==> src/rtl/core/ubx_pkg.sv <==
// ubx frame parser types, constants and message classification
package ubx_pkg;

  localparam logic [7:0] SYNC_CHAR_1    = 8'hB5;
  localparam logic [7:0] SYNC_CHAR_2    = 8'h62;
  localparam logic [7:0] CLS_ACK        = 8'h05;
  localparam logic [7:0] ID_ACK_ACK     = 8'h01;
  localparam logic [7:0] ID_ACK_NAK     = 8'h00;
  localparam logic [7:0] CLS_CFG        = 8'h06;
  localparam logic [7:0] ID_CFG_VALGET  = 8'h8B;
  localparam logic [7:0] CLS_NAV        = 8'h01;
  localparam logic [7:0] ID_NAV_PVT     = 8'h07;
  localparam logic [15:0] MAX_LEN_RESET = 16'd500;
  localparam logic [15:0] ACK_MIN_LEN   = 16'd2;

  typedef enum logic [3:0] {
    PH_SYNC1,
    PH_SYNC2,
    PH_CLASS,
    PH_ID,
    PH_LEN1,
    PH_LEN2,
    PH_PAYLOAD,
    PH_CKA,
    PH_CKB
  } phase_t;

  typedef enum logic [2:0] {
    MT_ACK,
    MT_NAK,
    MT_CFG_VALGET,
    MT_NAV_PVT,
    MT_UNHANDLED
  } msg_type_t;

  typedef enum logic {
    KIND_PAYLOAD,
    KIND_END
  } result_kind_t;

  typedef struct packed {
    result_kind_t result_kind;
    logic [7:0]   msg_class;
    logic [7:0]   msg_id;
    logic [15:0]  payload_length;
    logic [15:0]  byte_index;
    logic [7:0]   data_byte;
    logic         checksum_ok;
    msg_type_t    message_type;
    logic         ack_info_valid;
    logic [7:0]   acked_class;
    logic [7:0]   acked_id;
  } result_t;

  function automatic msg_type_t classify(input logic [7:0] cls, input logic [7:0] id);
    msg_type_t mt;
    mt = MT_UNHANDLED;
    if (cls == CLS_ACK && id == ID_ACK_ACK) begin
      mt = MT_ACK;
    end else if (cls == CLS_ACK && id == ID_ACK_NAK) begin
      mt = MT_NAK;
    end else if (cls == CLS_CFG && id == ID_CFG_VALGET) begin
      mt = MT_CFG_VALGET;
    end else if (cls == CLS_NAV && id == ID_NAV_PVT) begin
      mt = MT_NAV_PVT;
    end
    return mt;
  endfunction

endpackage

==> src/rtl/core/ubx_byte_if.sv <==
// received byte channel
interface ubx_byte_if;
  logic       valid;
  logic       ready;
  logic [7:0] rx_byte;

  modport source (output valid, output rx_byte, input ready);
  modport sink (input valid, input rx_byte, output ready);
endinterface

==> src/rtl/core/ubx_cfg_if.sv <==
// configuration write channel
interface ubx_cfg_if;
  logic        valid;
  logic        ready;
  logic [15:0] max_payload_length;

  modport source (output valid, output max_payload_length, input ready);
  modport sink (input valid, input max_payload_length, output ready);
endinterface

==> src/rtl/core/ubx_result_if.sv <==
// parser result channel
interface ubx_result_if;
  logic        valid;
  logic        ready;
  logic        result_kind;
  logic [7:0]  msg_class;
  logic [7:0]  msg_id;
  logic [15:0] payload_length;
  logic [15:0] byte_index;
  logic [7:0]  data_byte;
  logic        checksum_ok;
  logic [2:0]  message_type;
  logic        ack_info_valid;
  logic [7:0]  acked_class;
  logic [7:0]  acked_id;

  modport source (
    output valid, output result_kind, output msg_class, output msg_id,
    output payload_length, output byte_index, output data_byte, output checksum_ok,
    output message_type, output ack_info_valid, output acked_class, output acked_id,
    input ready
  );
  modport sink (
    input valid, input result_kind, input msg_class, input msg_id,
    input payload_length, input byte_index, input data_byte, input checksum_ok,
    input message_type, input ack_info_valid, input acked_class, input acked_id,
    output ready
  );
endinterface

==> src/rtl/core/ubx_in_stage.sv <==
// input register for received bytes
module ubx_in_stage (
  input  logic       clk,
  input  logic       rst,
  ubx_byte_if.sink   rx,
  input  logic       advance,
  output logic       byte_valid,
  output logic [7:0] byte_data
);

  assign rx.ready = !byte_valid || advance;

  always_ff @(posedge clk) begin
    if (rst) begin
      byte_valid <= 1'b0;
    end else if (rx.ready) begin
      byte_valid <= rx.valid;
    end
  end

  always_ff @(posedge clk) begin
    if (rx.valid && rx.ready) begin
      byte_data <= rx.rx_byte;
    end
  end

endmodule

==> src/rtl/core/ubx_parse_core.sv <==
// sync hunt, header capture, fletcher sums and result forming
module ubx_parse_core (
  input  logic            clk,
  input  logic            rst,
  input  logic            step,
  input  logic [7:0]      byte_data,
  input  logic [15:0]     max_len,
  output logic            res_valid,
  output ubx_pkg::result_t res
);
  import ubx_pkg::*;

  phase_t      phase, phase_next;
  logic [7:0]  frame_class, frame_class_next;
  logic [7:0]  frame_id, frame_id_next;
  logic [15:0] frame_length, frame_length_next;
  logic [15:0] bytes_received, bytes_received_next;
  logic [7:0]  sum_a, sum_a_next;
  logic [7:0]  sum_b, sum_b_next;
  logic [7:0]  check_a, check_a_next;
  logic [7:0]  first_byte, first_byte_next;
  logic [7:0]  second_byte, second_byte_next;

  logic [7:0]  sum_a_add, sum_b_add;
  logic [15:0] len_full;
  msg_type_t   mt;
  logic        ack_valid;

  assign sum_a_add = sum_a + byte_data;
  assign sum_b_add = sum_b + sum_a_add;
  assign len_full  = {byte_data, frame_length[7:0]};
  assign mt        = classify(frame_class, frame_id);
  assign ack_valid = (mt == MT_ACK || mt == MT_NAK) && (frame_length >= ACK_MIN_LEN);

  always_ff @(posedge clk) begin
    if (rst) begin
      phase          <= PH_SYNC1;
      frame_class    <= '0;
      frame_id       <= '0;
      frame_length   <= '0;
      bytes_received <= '0;
      sum_a          <= '0;
      sum_b          <= '0;
      check_a        <= '0;
      first_byte     <= '0;
      second_byte    <= '0;
    end else if (step) begin
      phase          <= phase_next;
      frame_class    <= frame_class_next;
      frame_id       <= frame_id_next;
      frame_length   <= frame_length_next;
      bytes_received <= bytes_received_next;
      sum_a          <= sum_a_next;
      sum_b          <= sum_b_next;
      check_a        <= check_a_next;
      first_byte     <= first_byte_next;
      second_byte    <= second_byte_next;
    end
  end

  always_comb begin
    phase_next          = phase;
    frame_class_next    = frame_class;
    frame_id_next       = frame_id;
    frame_length_next   = frame_length;
    bytes_received_next = bytes_received;
    sum_a_next          = sum_a;
    sum_b_next          = sum_b;
    check_a_next        = check_a;
    first_byte_next     = first_byte;
    second_byte_next    = second_byte;
    res_valid           = 1'b0;
    res                 = '0;
    res.msg_class       = frame_class;
    res.msg_id          = frame_id;
    res.payload_length  = frame_length;

    case (phase)
      PH_SYNC2: begin
        phase_next = (byte_data == SYNC_CHAR_2) ? PH_CLASS : PH_SYNC1;
      end
      PH_CLASS: begin
        frame_class_next = byte_data;
        sum_a_next       = byte_data;
        sum_b_next       = byte_data;
        phase_next       = PH_ID;
      end
      PH_ID: begin
        frame_id_next = byte_data;
        sum_a_next    = sum_a_add;
        sum_b_next    = sum_b_add;
        phase_next    = PH_LEN1;
      end
      PH_LEN1: begin
        frame_length_next = {8'h00, byte_data};
        sum_a_next        = sum_a_add;
        sum_b_next        = sum_b_add;
        phase_next        = PH_LEN2;
      end
      PH_LEN2: begin
        if (len_full > max_len) begin
          phase_next          = PH_SYNC1;
          frame_class_next    = '0;
          frame_id_next       = '0;
          frame_length_next   = '0;
          bytes_received_next = '0;
          sum_a_next          = '0;
          sum_b_next          = '0;
        end else begin
          frame_length_next   = len_full;
          sum_a_next          = sum_a_add;
          sum_b_next          = sum_b_add;
          bytes_received_next = '0;
          phase_next          = (len_full != '0) ? PH_PAYLOAD : PH_CKA;
        end
      end
      PH_PAYLOAD: begin
        res_valid       = 1'b1;
        res.result_kind = KIND_PAYLOAD;
        res.byte_index  = bytes_received;
        res.data_byte   = byte_data;
        if (bytes_received == 16'd0) begin
          first_byte_next = byte_data;
        end
        if (bytes_received == 16'd1) begin
          second_byte_next = byte_data;
        end
        bytes_received_next = bytes_received + 16'd1;
        sum_a_next          = sum_a_add;
        sum_b_next          = sum_b_add;
        if (bytes_received_next >= frame_length) begin
          phase_next = PH_CKA;
        end
      end
      PH_CKA: begin
        check_a_next = byte_data;
        phase_next   = PH_CKB;
      end
      PH_CKB: begin
        res_valid           = 1'b1;
        res.result_kind     = KIND_END;
        res.checksum_ok     = (check_a == sum_a) && (byte_data == sum_b);
        res.message_type    = mt;
        res.ack_info_valid  = ack_valid;
        res.acked_class     = ack_valid ? first_byte : 8'h00;
        res.acked_id        = ack_valid ? second_byte : 8'h00;
        phase_next          = PH_SYNC1;
        frame_class_next    = '0;
        frame_id_next       = '0;
        frame_length_next   = '0;
        bytes_received_next = '0;
        sum_a_next          = '0;
        sum_b_next          = '0;
      end
      default: begin
        phase_next = (byte_data == SYNC_CHAR_1) ? PH_SYNC2 : PH_SYNC1;
      end
    endcase
  end

endmodule

==> src/rtl/core/ubx_out_stage.sv <==
// result register toward the result channel
module ubx_out_stage (
  input  logic             clk,
  input  logic             rst,
  input  logic             load,
  input  ubx_pkg::result_t res_in,
  output logic             free,
  ubx_result_if.source     res
);
  import ubx_pkg::*;

  result_t held;
  logic    held_valid;

  assign free = !held_valid || res.ready;

  always_ff @(posedge clk) begin
    if (rst) begin
      held_valid <= 1'b0;
    end else if (load) begin
      held_valid <= 1'b1;
    end else if (res.ready) begin
      held_valid <= 1'b0;
    end
  end

  always_ff @(posedge clk) begin
    if (load) begin
      held <= res_in;
    end
  end

  assign res.valid          = held_valid;
  assign res.result_kind    = held.result_kind;
  assign res.msg_class      = held.msg_class;
  assign res.msg_id         = held.msg_id;
  assign res.payload_length = held.payload_length;
  assign res.byte_index     = held.byte_index;
  assign res.data_byte      = held.data_byte;
  assign res.checksum_ok    = held.checksum_ok;
  assign res.message_type   = held.message_type;
  assign res.ack_info_valid = held.ack_info_valid;
  assign res.acked_class    = held.acked_class;
  assign res.acked_id       = held.acked_id;

endmodule

==> src/rtl/core/ubx_frame_parser.sv <==
// ubx frame parser top level
//
//   channel  dir  payload                       handshake
//   rx       in   rx_byte                       valid / ready
//   cfg      in   max_payload_length            valid / ready, always ready
//   res      out  payload byte or end of frame  valid / ready
//
// one byte per cycle unless res stalls; each result is registered when parsed
// bytes pass an input register, the parse logic and a result register
// a stalled result holds the parse step; one more byte waits in the input register
// reset clears the parser to sync hunting and the length limit to 500
module ubx_frame_parser (
  input logic          clk,
  input logic          rst,
  ubx_byte_if.sink     rx,
  ubx_cfg_if.sink      cfg,
  ubx_result_if.source res
);
  import ubx_pkg::*;

  logic [15:0] max_len;
  logic        byte_valid;
  logic [7:0]  byte_data;
  logic        out_free;
  logic        step;
  logic        core_valid;
  result_t     core_res;

  assign cfg.ready = 1'b1;

  always_ff @(posedge clk) begin
    if (rst) begin
      max_len <= MAX_LEN_RESET;
    end else if (cfg.valid) begin
      max_len <= cfg.max_payload_length;
    end
  end

  assign step = byte_valid && out_free;

  ubx_in_stage u_in (
    .clk        (clk),
    .rst        (rst),
    .rx         (rx),
    .advance    (step),
    .byte_valid (byte_valid),
    .byte_data  (byte_data)
  );

  ubx_parse_core u_core (
    .clk       (clk),
    .rst       (rst),
    .step      (step),
    .byte_data (byte_data),
    .max_len   (max_len),
    .res_valid (core_valid),
    .res       (core_res)
  );

  ubx_out_stage u_out (
    .clk    (clk),
    .rst    (rst),
    .load   (step && core_valid),
    .res_in (core_res),
    .free   (out_free),
    .res    (res)
  );

endmodule
==> src/flat_wrapper.sv <==
// flat-port wrapper written by rule: the top's interface ports become plain ports
module ubx_frame_parser_flat import ubx_pkg::*;
  (clk, rst, rx_valid, rx_rx_byte, rx_ready, cfg_valid, cfg_max_payload_length, cfg_ready, res_valid, res_result_kind, res_msg_class, res_msg_id, res_payload_length, res_byte_index, res_data_byte, res_checksum_ok, res_message_type, res_ack_info_valid, res_acked_class, res_acked_id, res_ready);
  ubx_byte_if rx_i ();
  ubx_cfg_if cfg_i ();
  ubx_result_if res_i ();
  input logic clk;
  input logic rst;
  input wire logic [$bits(rx_i.valid)-1:0] rx_valid;
  input wire logic [$bits(rx_i.rx_byte)-1:0] rx_rx_byte;
  output wire logic [$bits(rx_i.ready)-1:0] rx_ready;
  input wire logic [$bits(cfg_i.valid)-1:0] cfg_valid;
  input wire logic [$bits(cfg_i.max_payload_length)-1:0] cfg_max_payload_length;
  output wire logic [$bits(cfg_i.ready)-1:0] cfg_ready;
  output wire logic [$bits(res_i.valid)-1:0] res_valid;
  output wire logic [$bits(res_i.result_kind)-1:0] res_result_kind;
  output wire logic [$bits(res_i.msg_class)-1:0] res_msg_class;
  output wire logic [$bits(res_i.msg_id)-1:0] res_msg_id;
  output wire logic [$bits(res_i.payload_length)-1:0] res_payload_length;
  output wire logic [$bits(res_i.byte_index)-1:0] res_byte_index;
  output wire logic [$bits(res_i.data_byte)-1:0] res_data_byte;
  output wire logic [$bits(res_i.checksum_ok)-1:0] res_checksum_ok;
  output wire logic [$bits(res_i.message_type)-1:0] res_message_type;
  output wire logic [$bits(res_i.ack_info_valid)-1:0] res_ack_info_valid;
  output wire logic [$bits(res_i.acked_class)-1:0] res_acked_class;
  output wire logic [$bits(res_i.acked_id)-1:0] res_acked_id;
  input wire logic [$bits(res_i.ready)-1:0] res_ready;
  assign rx_i.valid = rx_valid;
  assign rx_i.rx_byte = rx_rx_byte;
  assign rx_ready = rx_i.ready;
  assign cfg_i.valid = cfg_valid;
  assign cfg_i.max_payload_length = cfg_max_payload_length;
  assign cfg_ready = cfg_i.ready;
  assign res_valid = res_i.valid;
  assign res_result_kind = res_i.result_kind;
  assign res_msg_class = res_i.msg_class;
  assign res_msg_id = res_i.msg_id;
  assign res_payload_length = res_i.payload_length;
  assign res_byte_index = res_i.byte_index;
  assign res_data_byte = res_i.data_byte;
  assign res_checksum_ok = res_i.checksum_ok;
  assign res_message_type = res_i.message_type;
  assign res_ack_info_valid = res_i.ack_info_valid;
  assign res_acked_class = res_i.acked_class;
  assign res_acked_id = res_i.acked_id;
  assign res_i.ready = res_ready;
  ubx_frame_parser u_core (.clk(clk), .rst(rst), .rx(rx_i), .cfg(cfg_i), .res(res_i));
endmodule
==> config.mk <==
export PLATFORM = sky130hd
export DESIGN_NAME = ubx_frame_parser_flat
export DESIGN_NICKNAME = d
export VERILOG_FILES = /design/src/rtl/core/ubx_pkg.sv /design/src/rtl/core/ubx_byte_if.sv /design/src/rtl/core/ubx_cfg_if.sv /design/src/rtl/core/ubx_result_if.sv /design/src/rtl/core/ubx_in_stage.sv /design/src/rtl/core/ubx_parse_core.sv /design/src/rtl/core/ubx_out_stage.sv /design/src/rtl/core/ubx_frame_parser.sv /design/src/flat_wrapper.sv
export SDC_FILE = /design/constraint.sdc
export NUM_CORES = 1
export LEC_CHECK = 0
export ABC_AREA = 1
export BUFFER_PORTS_ARGS = -buffer_cell sky130_fd_sc_hd__buf_2
export CORE_ASPECT_RATIO = 0.9
export CORE_UTILIZATION = 50
export CTS_BUF_LIST = sky130_fd_sc_hd__clkbuf_8 sky130_fd_sc_hd__clkbuf_16
export CTS_CLUSTER_SIZE = 24
export DETAILED_ROUTE_END_ITERATION = 8
export GPL_TIMING_DRIVEN = 0
export PLACE_DENSITY = 0.81
export SYNTH_ARGS = -nofsm -noshare
export SYNTH_HDL_FRONTEND = slang
export SYNTH_SLANG_ARGS = --single-unit
==> constraint.sdc <==
create_clock -name clk -period 6.77 [get_ports clk]
set_clock_uncertainty 0.1 [all_clocks]
set_input_delay 1.354 -clock clk [delete_from_list [all_inputs] [get_ports clk]]
set_output_delay 1.354 -clock clk [all_outputs]
set_load 0.1 [all_outputs]
**Yosys cells after proc, flatten, opt, wreduce, memory -nomap -nowiden**

Cells that the tools add are included.

- $add $sub $neg: 3
- Multipliers: 0
- Divide/modulo/power cells: 0
- Order comparisons: 3
- Equality and inequality tests: 22
- Shift-type cells: 0
- Muxes and demuxes: 24
- Bitwise gates (word level): 0
- Reduce and logical (&&, ||, !) cells: 38

Operators by type and width:

| kind | count |
|---|---|
| case mux 8 bit (4 select lines) | 2 |
| case mux 16 bit (3 select lines) | 1 |
| case mux 8 bit (3 select lines) | 2 |
| case mux 16 bit (2 select lines) | 1 |
| case mux 4 bit (8 select lines) | 1 |
| == test 8 x 3 -> 1 bit (second input constant) | 3 |
| 2-to-1 mux 8 bit | 3 |
| adder 16 x 1 -> 16 bit (second input constant) | 1 |
| adder 8 bit | 2 |
| == test 16 x 1 -> 1 bit (second input constant) | 1 |
| == test 4 x 3 -> 1 bit (second input constant) | 4 |
| == test 8 x 1 -> 1 bit (second input constant) | 2 |
| == test 8 bit | 2 |
| == test 8 bit (second input constant) | 2 |
| >= comparator 16 bit | 1 |
| >= comparator 16 x 2 -> 1 bit (second input constant) | 1 |
| > comparator 16 bit | 1 |
| logical NOT 16 bit | 1 |
| 2-to-1 mux 16 bit | 1 |
| nonzero test 16 bit | 1 |
| 2-to-1 mux 3 bit | 5 |
| AND reduction 3 bit | 5 |
| AND reduction 2 bit | 6 |
| logical AND 1 bit | 9 |
| 18 further kinds | 32 |

- Bits in registers: 196
- Latch bits: 0
- RAM bits: 0
- ROM bits: 0
- Input bits: 29
- Output and inout bits: 81
- Logic and storage cells: 116
- Memories: 0

**Depth between registers and ports, before layout**

Gate-level depths: netlist (run 1).

- Word-level depth: 10
- Depth in mapped cells: 19
- Mapped depth without buffers: 18

**Hierarchy**

A second synthesis (run 1) with hierarchy kept.

- Cell total of the unflattened synthesis: 1198
- Area, all modules: 9780.6 sq um

Modules (own cells, without submodules):

| module | times used | cells an instance | area an instance (sq um) | sequential area each (sq um) |
|---|---|---|---|---|
| ubx_parse_core | 1 | 1005 | 6436.2 | 1841.8 |
| ubx_out_stage | 1 | 83 | 2384.8 | 2362.3 |
| ubx_frame_parser | 1 | 96 | 671.9 | 320.3 |
| ubx_in_stage | 1 | 14 | 287.8 | 260.2 |

**Worst setup path after synthesis (run 1)**

Ideal clock, no wire load.

- Path type: input-to-reg
- Start point: input res_ready
- End point: register u_core.u_out.held (netlist bit u_core.u_out.res.ack_info_valid) (enable)
- Library setup time: 0.432 ns
- Data arrival time: 3.356 ns
- Data required time: 6.238 ns
- Slack: 2.882 ns
- Cell stages on the path: 6
- Buffers on the path: 0
- Cell sequence: inv_1 nand2_1 nand2_1 inv_1 o21ai_2 inv_1

- Cells in the longest elaborated chain, start to end: 3

Ends and longest elaborated chain:

| item | RTL line | source |
|---|---|---|
| start, declared | flat_wrapper.sv:27 | `input wire logic [$bits(res_i.ready)-1:0] res_ready;` |
| logical OR 1 bit | ubx_out_stage.sv:15 | `assign free = !held_valid \|\| res.ready;` |
| logical AND 1 bit | ubx_frame_parser.sv:39 | `assign step = byte_valid && out_free;` |
| logical AND 1 bit | ubx_frame_parser.sv:63 | `.load (step && core_valid),` |
| via u_core.u_out.load | ubx_out_stage.sv:5 | `input logic load,` |
| end signal, assigned | ubx_out_stage.sv:29 | `held <= res_in;` |
| end, declared | ubx_out_stage.sv:12 | `result_t held;` |

The timed path passes the listed nets, and every way through them passes these cells.
A chain may end at the register's enable or synchronous reset.

**Worst setup path in the final report (run 1)**

- Start point: input res_ready
- End point: output rx_ready

- Cells in the longest elaborated chain, start to end: 3

Ends and longest elaborated chain:

| item | RTL line | source |
|---|---|---|
| logical OR 1 bit | ubx_out_stage.sv:15 |  |
| logical AND 1 bit | ubx_frame_parser.sv:39 |  |
| logical OR 1 bit | ubx_in_stage.sv:11 | `assign rx.ready = !byte_valid \|\| advance;` |
| end, declared | flat_wrapper.sv:11 | `output wire logic [$bits(rx_i.ready)-1:0] rx_ready;` |

Every way passes these cells.

==> impl_metrics.toml, run 1 <==
[synth]
synth_top_area_share_pct = 26.5
syn_avg_cell_area_um2 = 8.39
synth_area_mm2 = 0.00974
synth.net_count = 1241
syn_inst = 1161
synth_area_leaders = "edfxtp_1, dfxtp_1, nand2_1, inv_1, ha_1"
synthDistinctLibCells = 46
synth_seq_cells = 196
yosysTopAreaCell = "edfxtp_1"
yosys_warnings = 0
ys_seq_area_share_pct = 49.1

[route]
first_iter_violations = 753
drc = 0
routed_wl_mm = 23.7
vias = 8181
drt_pass1_iterations = 5
viasPerCell = 5.27
postRouteAntennaNets = 0
wl_per_cell_um = 15.3

[clocking]
cts_tree = "done"
cts_root_buffer = "clkbuf_16"
cts_hold_buffers = 0
cts-resized-gates = 0
clock-sinks = 196
cts_setup_buffers = 0
clock_latency_ns = 0.45
clk_pin_slew_ns = 0.07
cts_made_buffers = 17
htreeDepth = 4
ctsLongestPathBuffers = 2

[power]
ir_drop_v = 0.000198
power_density_mw_per_mm2 = 232
leakage_nw = 4.93

[floorplanning]
die_w_um = 149
core_area_mm2 = 0.0192
die-area_mm2 = 0.0201
fp-row-count = 48
initial_core_util_pct = 50.9
pin_count = 110
die_h_um = 134

[grt]
gr-total-overflow = 0
grt.total_usage_pct = 24.2
grt_pass1_vias = 7439
grt_max_degree = 52
antenna_found_initial = 0
grt_pass1_wl_mm = 37.3

[timing]
tns_ns = 0
max_freq_ghz = 0.288
maxSlewViolCount = 0
post-route-period-util_pct = 51.3
slew_headroom_pct = 58.0
worstMarginPinSlew_ns = 0.630
setup_viol = 0
fin_crit_ns = 3.48
timing.hold.ws_ns = 0.339
hold_viol = 0
rsz0062_at_grt = "no"

[placement]
dp_hpwl_mm = 17.2
routabilityCongestion = 0.938
portBuffers = 108

[setup_path]
cpPeakStageDelay_ns = 0.44
crit_chain = "buf_2 > inv_1 > nand3_1 > buf_2"
endpoint_kind = "output port"
arrival_ns = 2.02
slowest_stage = "buf_2"
crit_top_cell = "buf_2"
critPathMaxFanout = 3
required_ns = 5.32
critPathKind = "in -> out"
crit_path_start_kind = "primary input"

[worst_hold_path]
hold_class = "reg -> reg"

[cells_and_area]
area_growth_pct = 15.4
nets = 1369
drive_gt1_share_pct = 16.0
antennaDiodeCount = 0

[status]
status = "finished clean"

[run]
drv_cap = 0
[synthesized netlist by cell type (all sizes together)]
| cell type | instances |
|---|---|
| nor2 | 117 |
| nand3 | 45 |
| xor2 | 17 |
| conb | 1 |
| edfxtp | 86 |
| o21bai | 2 |
| ha | 49 |
| o21a | 1 |
| o21ai | 63 |
| and2 | 2 |
| inv | 191 |
| nand2 | 230 |
| nor3b | 2 |
| o22ai | 6 |
| nor4 | 11 |
| nand4 | 44 |
| a221oi | 3 |
| a21boi | 1 |
| or2 | 2 |
| clkbuf | 17 |
| dfxtp | 110 |
| buf | 23 |
| clkinv | 1 |
| nor3 | 16 |
| a21o | 2 |
| a21oi | 109 |
| xnor2 | 6 |
| a31oi | 2 |
| fa | 2 |
[flip-flops by register name, indices dropped and copies added (netlist names), 16 cells and up]
register / flops
u_core.max_len: 16
u_core.u_out.res.byte_index: 16
u_core.u_core.frame_length: 16
u_core.u_out.res.payload_length: 16
u_core.u_core.bytes_received: 16
[worst max-delay path, delay by kind of cell]
| family | cells | cell delay [ns] |
|---|---|---|
| simple gates | 1 | 0.10 |
| buf+inv | 3 | 0.57 |
[through the flow]
step                cells  setup WS, ns  utilization (%)  cell area [um2]  total power [mW]
floorplan            1161          2.88                -             9740              1.49
global placement     1519          2.01             55.3            10600              1.56
detailed placement   1520          3.30             55.5            10600              1.56
CTS                  1552          3.29             58.7            11200              2.61
global route         1552          3.25             58.7            11200              2.69
finish               1552          3.29             58.7            11200              2.60
[power breakdown]
group          internal [mW]  switching, mW  total (mW)  leakage (nW)
logic                 0.0882          0.180       0.269          2.91
clock network          0.594          0.467        1.06         0.313
registers               1.25         0.0242        1.27          1.71
[path summary, 6_finish.rpt]
path / start / to / slack, ns / cells after the start
setup / recovery: res_ready / rx_ready / 3.29 / 4
hold / removal: u_core.u_core.frame_class[0] / u_core.u_out.res.msg_class[0] / 0.34 / 0
setup reg to reg: u_core.u_core.bytes_received[0] / u_core.u_core.phase[2] / 3.67 / 16
hold reg to reg: u_core.u_core.frame_class[0] / u_core.u_out.res.msg_class[0] / 0.34 / 0
[placed cells by master (no fill, tap or decap), drive strengths merged, types with 3 or more instances in the layout]
master	n
nand2	230
inv	198
buf	132
nor2	117
dfxtp	110
a21oi	109
edfxtp	86
o21ai	63
ha	49
nand3	45
nand4	44
clkbuf	37
xor2	17
nor3	16
nor4	11
xnor2	6
o22ai	6
clkinv	4
a221oi	3
[cells by family after synthesis]
logic type	after synthesis	share of synthesized area [%]
xor gates and xnor gates	23	2.07
buffers and inverters	232	9.69
AOI/OAI and AO/OA	189	10.6
and+or+nand+nor	469	21.8
DFF	196	49.1
adders and majority gates	51	6.70
other	1	0.0385
[per-layer routing]
metal / share of wire [%] / track usage, %
met1: 45 / 32.7
met2: 46 / 38.7
met4: 2.3 / 8.05
met5: 0 / 0
met3: 7.0 / 4.97
[final cells by class]
cell class	instances	area [um2]
plain buffers	40	219
clock buffers	20	478
repair buffers	109	568
inverters	192	728
well taps	250	313
clock inverters	12	143
multi-input cells	733	4020
flip-flops and latches	196	4780
fillers	1635	7910
(Power assumes the default switching activity.)
==> run 2: changes to the inputs <==
- ABC_AREA: 1 -> 0
- clock period: 6.77 -> 3.2 ns (I/O delays scaled with it)
==> impl_metrics.toml, run 2 <==
[timing]
rsz0062_at_grt = "yes"
hold_viol = 0
worstMarginPinSlew_ns = 0.813
setup_ws_ns = 0.0644
post-route-period-util_pct = 98.0
fin_crit_ns = 3.14
timing.hold.ws_ns = 0.271
setup_viol = 0
slew_headroom_pct = 45.8
maxSlewViolCount = 0
max_freq_ghz = 0.319

[synth]
synth_area_mm2 = 0.00921
yosys.area_share.simple_pct = 16.4
synth-adder-area-share_pct = 7.09
synth_most_common_cell = "dfxtp_1"
synth_xor_area_share_pct = 4.18
yosysTopAreaCell = "edfxtp_1"
synth_top_family_by_area = "simple AND/OR/NAND/NOR gates"
syn_inst = 885
ys_seq_area_share_pct = 51.9
synth.net_count = 965
synth_seq_cells = 196
ys.flop_type = "dfxtp_1"
synth_area_leaders = "edfxtp_1, dfxtp_1, ha_1, mux2i_1, nor2_1"
synthMuxAreaShare_pct = 6.53
synth-edff-count = 86
syn_avg_cell_area_um2 = 10.4
yosys_warnings = 0
synthDistinctLibCells = 61
async_reset_ff_share_pct = 0
synth_compound_area_share_pct = 9.70
synth_commonest_cells = "dfxtp_1, nor2_1, edfxtp_1"
synth_top_area_share_pct = 28.0

[setup_path]
crit_path_start_kind = "register"
crit_chain = "and3_4 > and3_4 > and3_4 > and3_4 > xor2_1 > ha_1 > a2111oi_4 > o2111ai_2 > o21ai_4 > a311oi_1 > a32o_1"
critPathMaxFanout = 8
endpoint_kind = "register"
arrival_ns = 3.37
worst-path-buf-inv = 0
crit_family = "compound AO/OA/AOI/OAI gates"
crit_top_cell = "and3_4"
r2r_start = "u_core.u_core.bytes_received[2]"
startpoint = "u_core.u_core.bytes_received[2]"
cpPeakStageDelay_ns = 0.41
reg2reg_slack_ns = 0.06
critPathKind = "reg -> reg"
required_ns = 3.43
worstRegToRegCells = 11
slowest_stage = "dfxtp_4"
reg2reg_to = "u_core.u_core.phase[0]"

[clocking]
cts_root_buffer = "clkbuf_16"
htreeDepth = 4
clock_latency_ns = 0.44
ctsLongestPathBuffers = 2
cts_tree = "done"
clk_pin_slew_ns = 0.07
cts_made_buffers = 17
clock-sinks = 196

[power]
leakage_nw = 4.59
ir_drop_v = 0.000403
seq_power_share_pct = 51.0
clockPowerShare_pct = 41.7
total_power_mw = 5.21
pwr-share-comb_pct = 7.3
swShare_pct = 23.7
internal-power_mw = 3.98
power_density_mw_per_mm2 = 479
switchingPower_mw = 1.23

[floorplanning]
core_area_mm2 = 0.0178
die_w_um = 145
die-area_mm2 = 0.0190
fp-row-count = 46
initial_core_util_pct = 51.6
pin_count = 110
die_h_um = 131

[placement]
dp_hpwl_mm = 15.0
routabilityCongestion = 0.911
pre_cts_slack_ns = -0.698
portBuffers = 106

[cells_and_area]
final_common_cell = "buf_2"
nets = 1096
drive_gt1_share_pct = 19.3
antennaDiodeCount = 0
area_growth_pct = 18.1
layout_common_cells = "buf_2, dfxtp_1, nor2_1"
finalCoreUtilization_pct = 61.0

[grt]
grt_pass1_wl_mm = 33.9
grt_max_degree = 48
gr-total-overflow = 0
grt.total_usage_pct = 23.0
antenna_found_initial = 0
grt_pass1_vias = 6595

[worst_hold_path]
whs_path_depth = 1
hold_class = "in -> reg"
worstHoldStart = "rx_rx_byte[3]"
min_to = "u_core.u_in.byte_data[3]"

[route]
drt_pass1_iterations = 5
viasPerCell = 5.57
postRouteAntennaNets = 0
vias = 7067
drc = 0
routed_wl_mm = 21.7
first_iter_violations = 709
wl_per_cell_um = 17.1

[status]
status = "finished clean"

[run]
drv_cap = 0
==> run 2: changes by cell type in the layout (fill, tap and decap cells not counted), sizes merged, moves of 11 or more <==
cell and delta:
nand2 -163, inv -146, a21oi -70, mux2i +59, and2 +41, nand4 -36, o21ai -29, nor2 -26
nand3 -24, clkbuf +12, xor2 +11
==> run 2: what timing repair did <==
action	in CTS	in global routing
setup buffers	3	5
endpoints found under the setup margin	52	62
hold buffers	0	0
gates cloned	0	1
resized for setup	17	24
pin swaps	5	12
==> run 2: power groups by stage <==
stage | combinational (mW) | clock (mW) | sequential [mW]
floorplan | 0.258 | 0 | 2.70
global placement | 0.340 | 0 | 2.71
detailed placement | 0.349 | 0 | 2.72
CTS | 0.359 | 2.18 | 2.66
global route | 0.422 | 2.27 | 2.66
finish | 0.382 | 2.17 | 2.66
==> run 2: metal layers <==
metal,GRT usage [%],share of wire (%),up-vias
met4,8.24,1.9,0
met3,5.14,7.8,39
li1,-,-,3389
met5,0,0,-
met2,35.5,44,310
met1,31.9,47,3329
==> run 2: final cells by class <==
| cell class | count | area [um2] |
|---|---|---|
| fill | 1452 | 6960 |
| sequential | 196 | 4800 |
| multi-input combinational | 593 | 4190 |
| timing repair buffer | 115 | 611 |
| clock buffer | 18 | 450 |
| tap | 240 | 300 |
| inverter | 49 | 188 |
| buffer | 43 | 179 |
| clock inverter | 14 | 154 |
| timing repair inverter | 1 | 7.51 |
==> run 2: worst max path at each step <==
stage	to	depth (start not counted)
after floorplan	u_core.u_core.phase[0]	12
after global placement	u_core.u_out.res.acked_class[2]	6
after detailed placement	u_core.u_core.phase[0]	12
after CTS	u_core.u_core.phase[0]	11
after global routing	u_core.u_core.sum_b[7]	13
final	u_core.u_core.phase[0]	11
==> run 2: through the flow <==
stage                     TNS [ns]  cells  cell area, um2
after floorplan                  0    885            9220
after global placement      -52.38   1231           10000
after detailed placement     -3.24   1232           10100
after CTS                        0   1264           10700
after global routing        -0.325   1269           10900
final                            0   1269           10900
==> run 2: logic make-up (layout without fill, tap and decap cells) <==
kind of cell | count (synthesis) | in the layout
other | 1 | 1
xor gates and xnor gates | 44 | 44
and+or+nand+nor | 300 | 300
DFF | 196 | 196
AOI/OAI and AO/OA | 137 | 137
muxes | 60 | 60
adders and majority gates | 51 | 51
buffers and inverters | 96 | 240
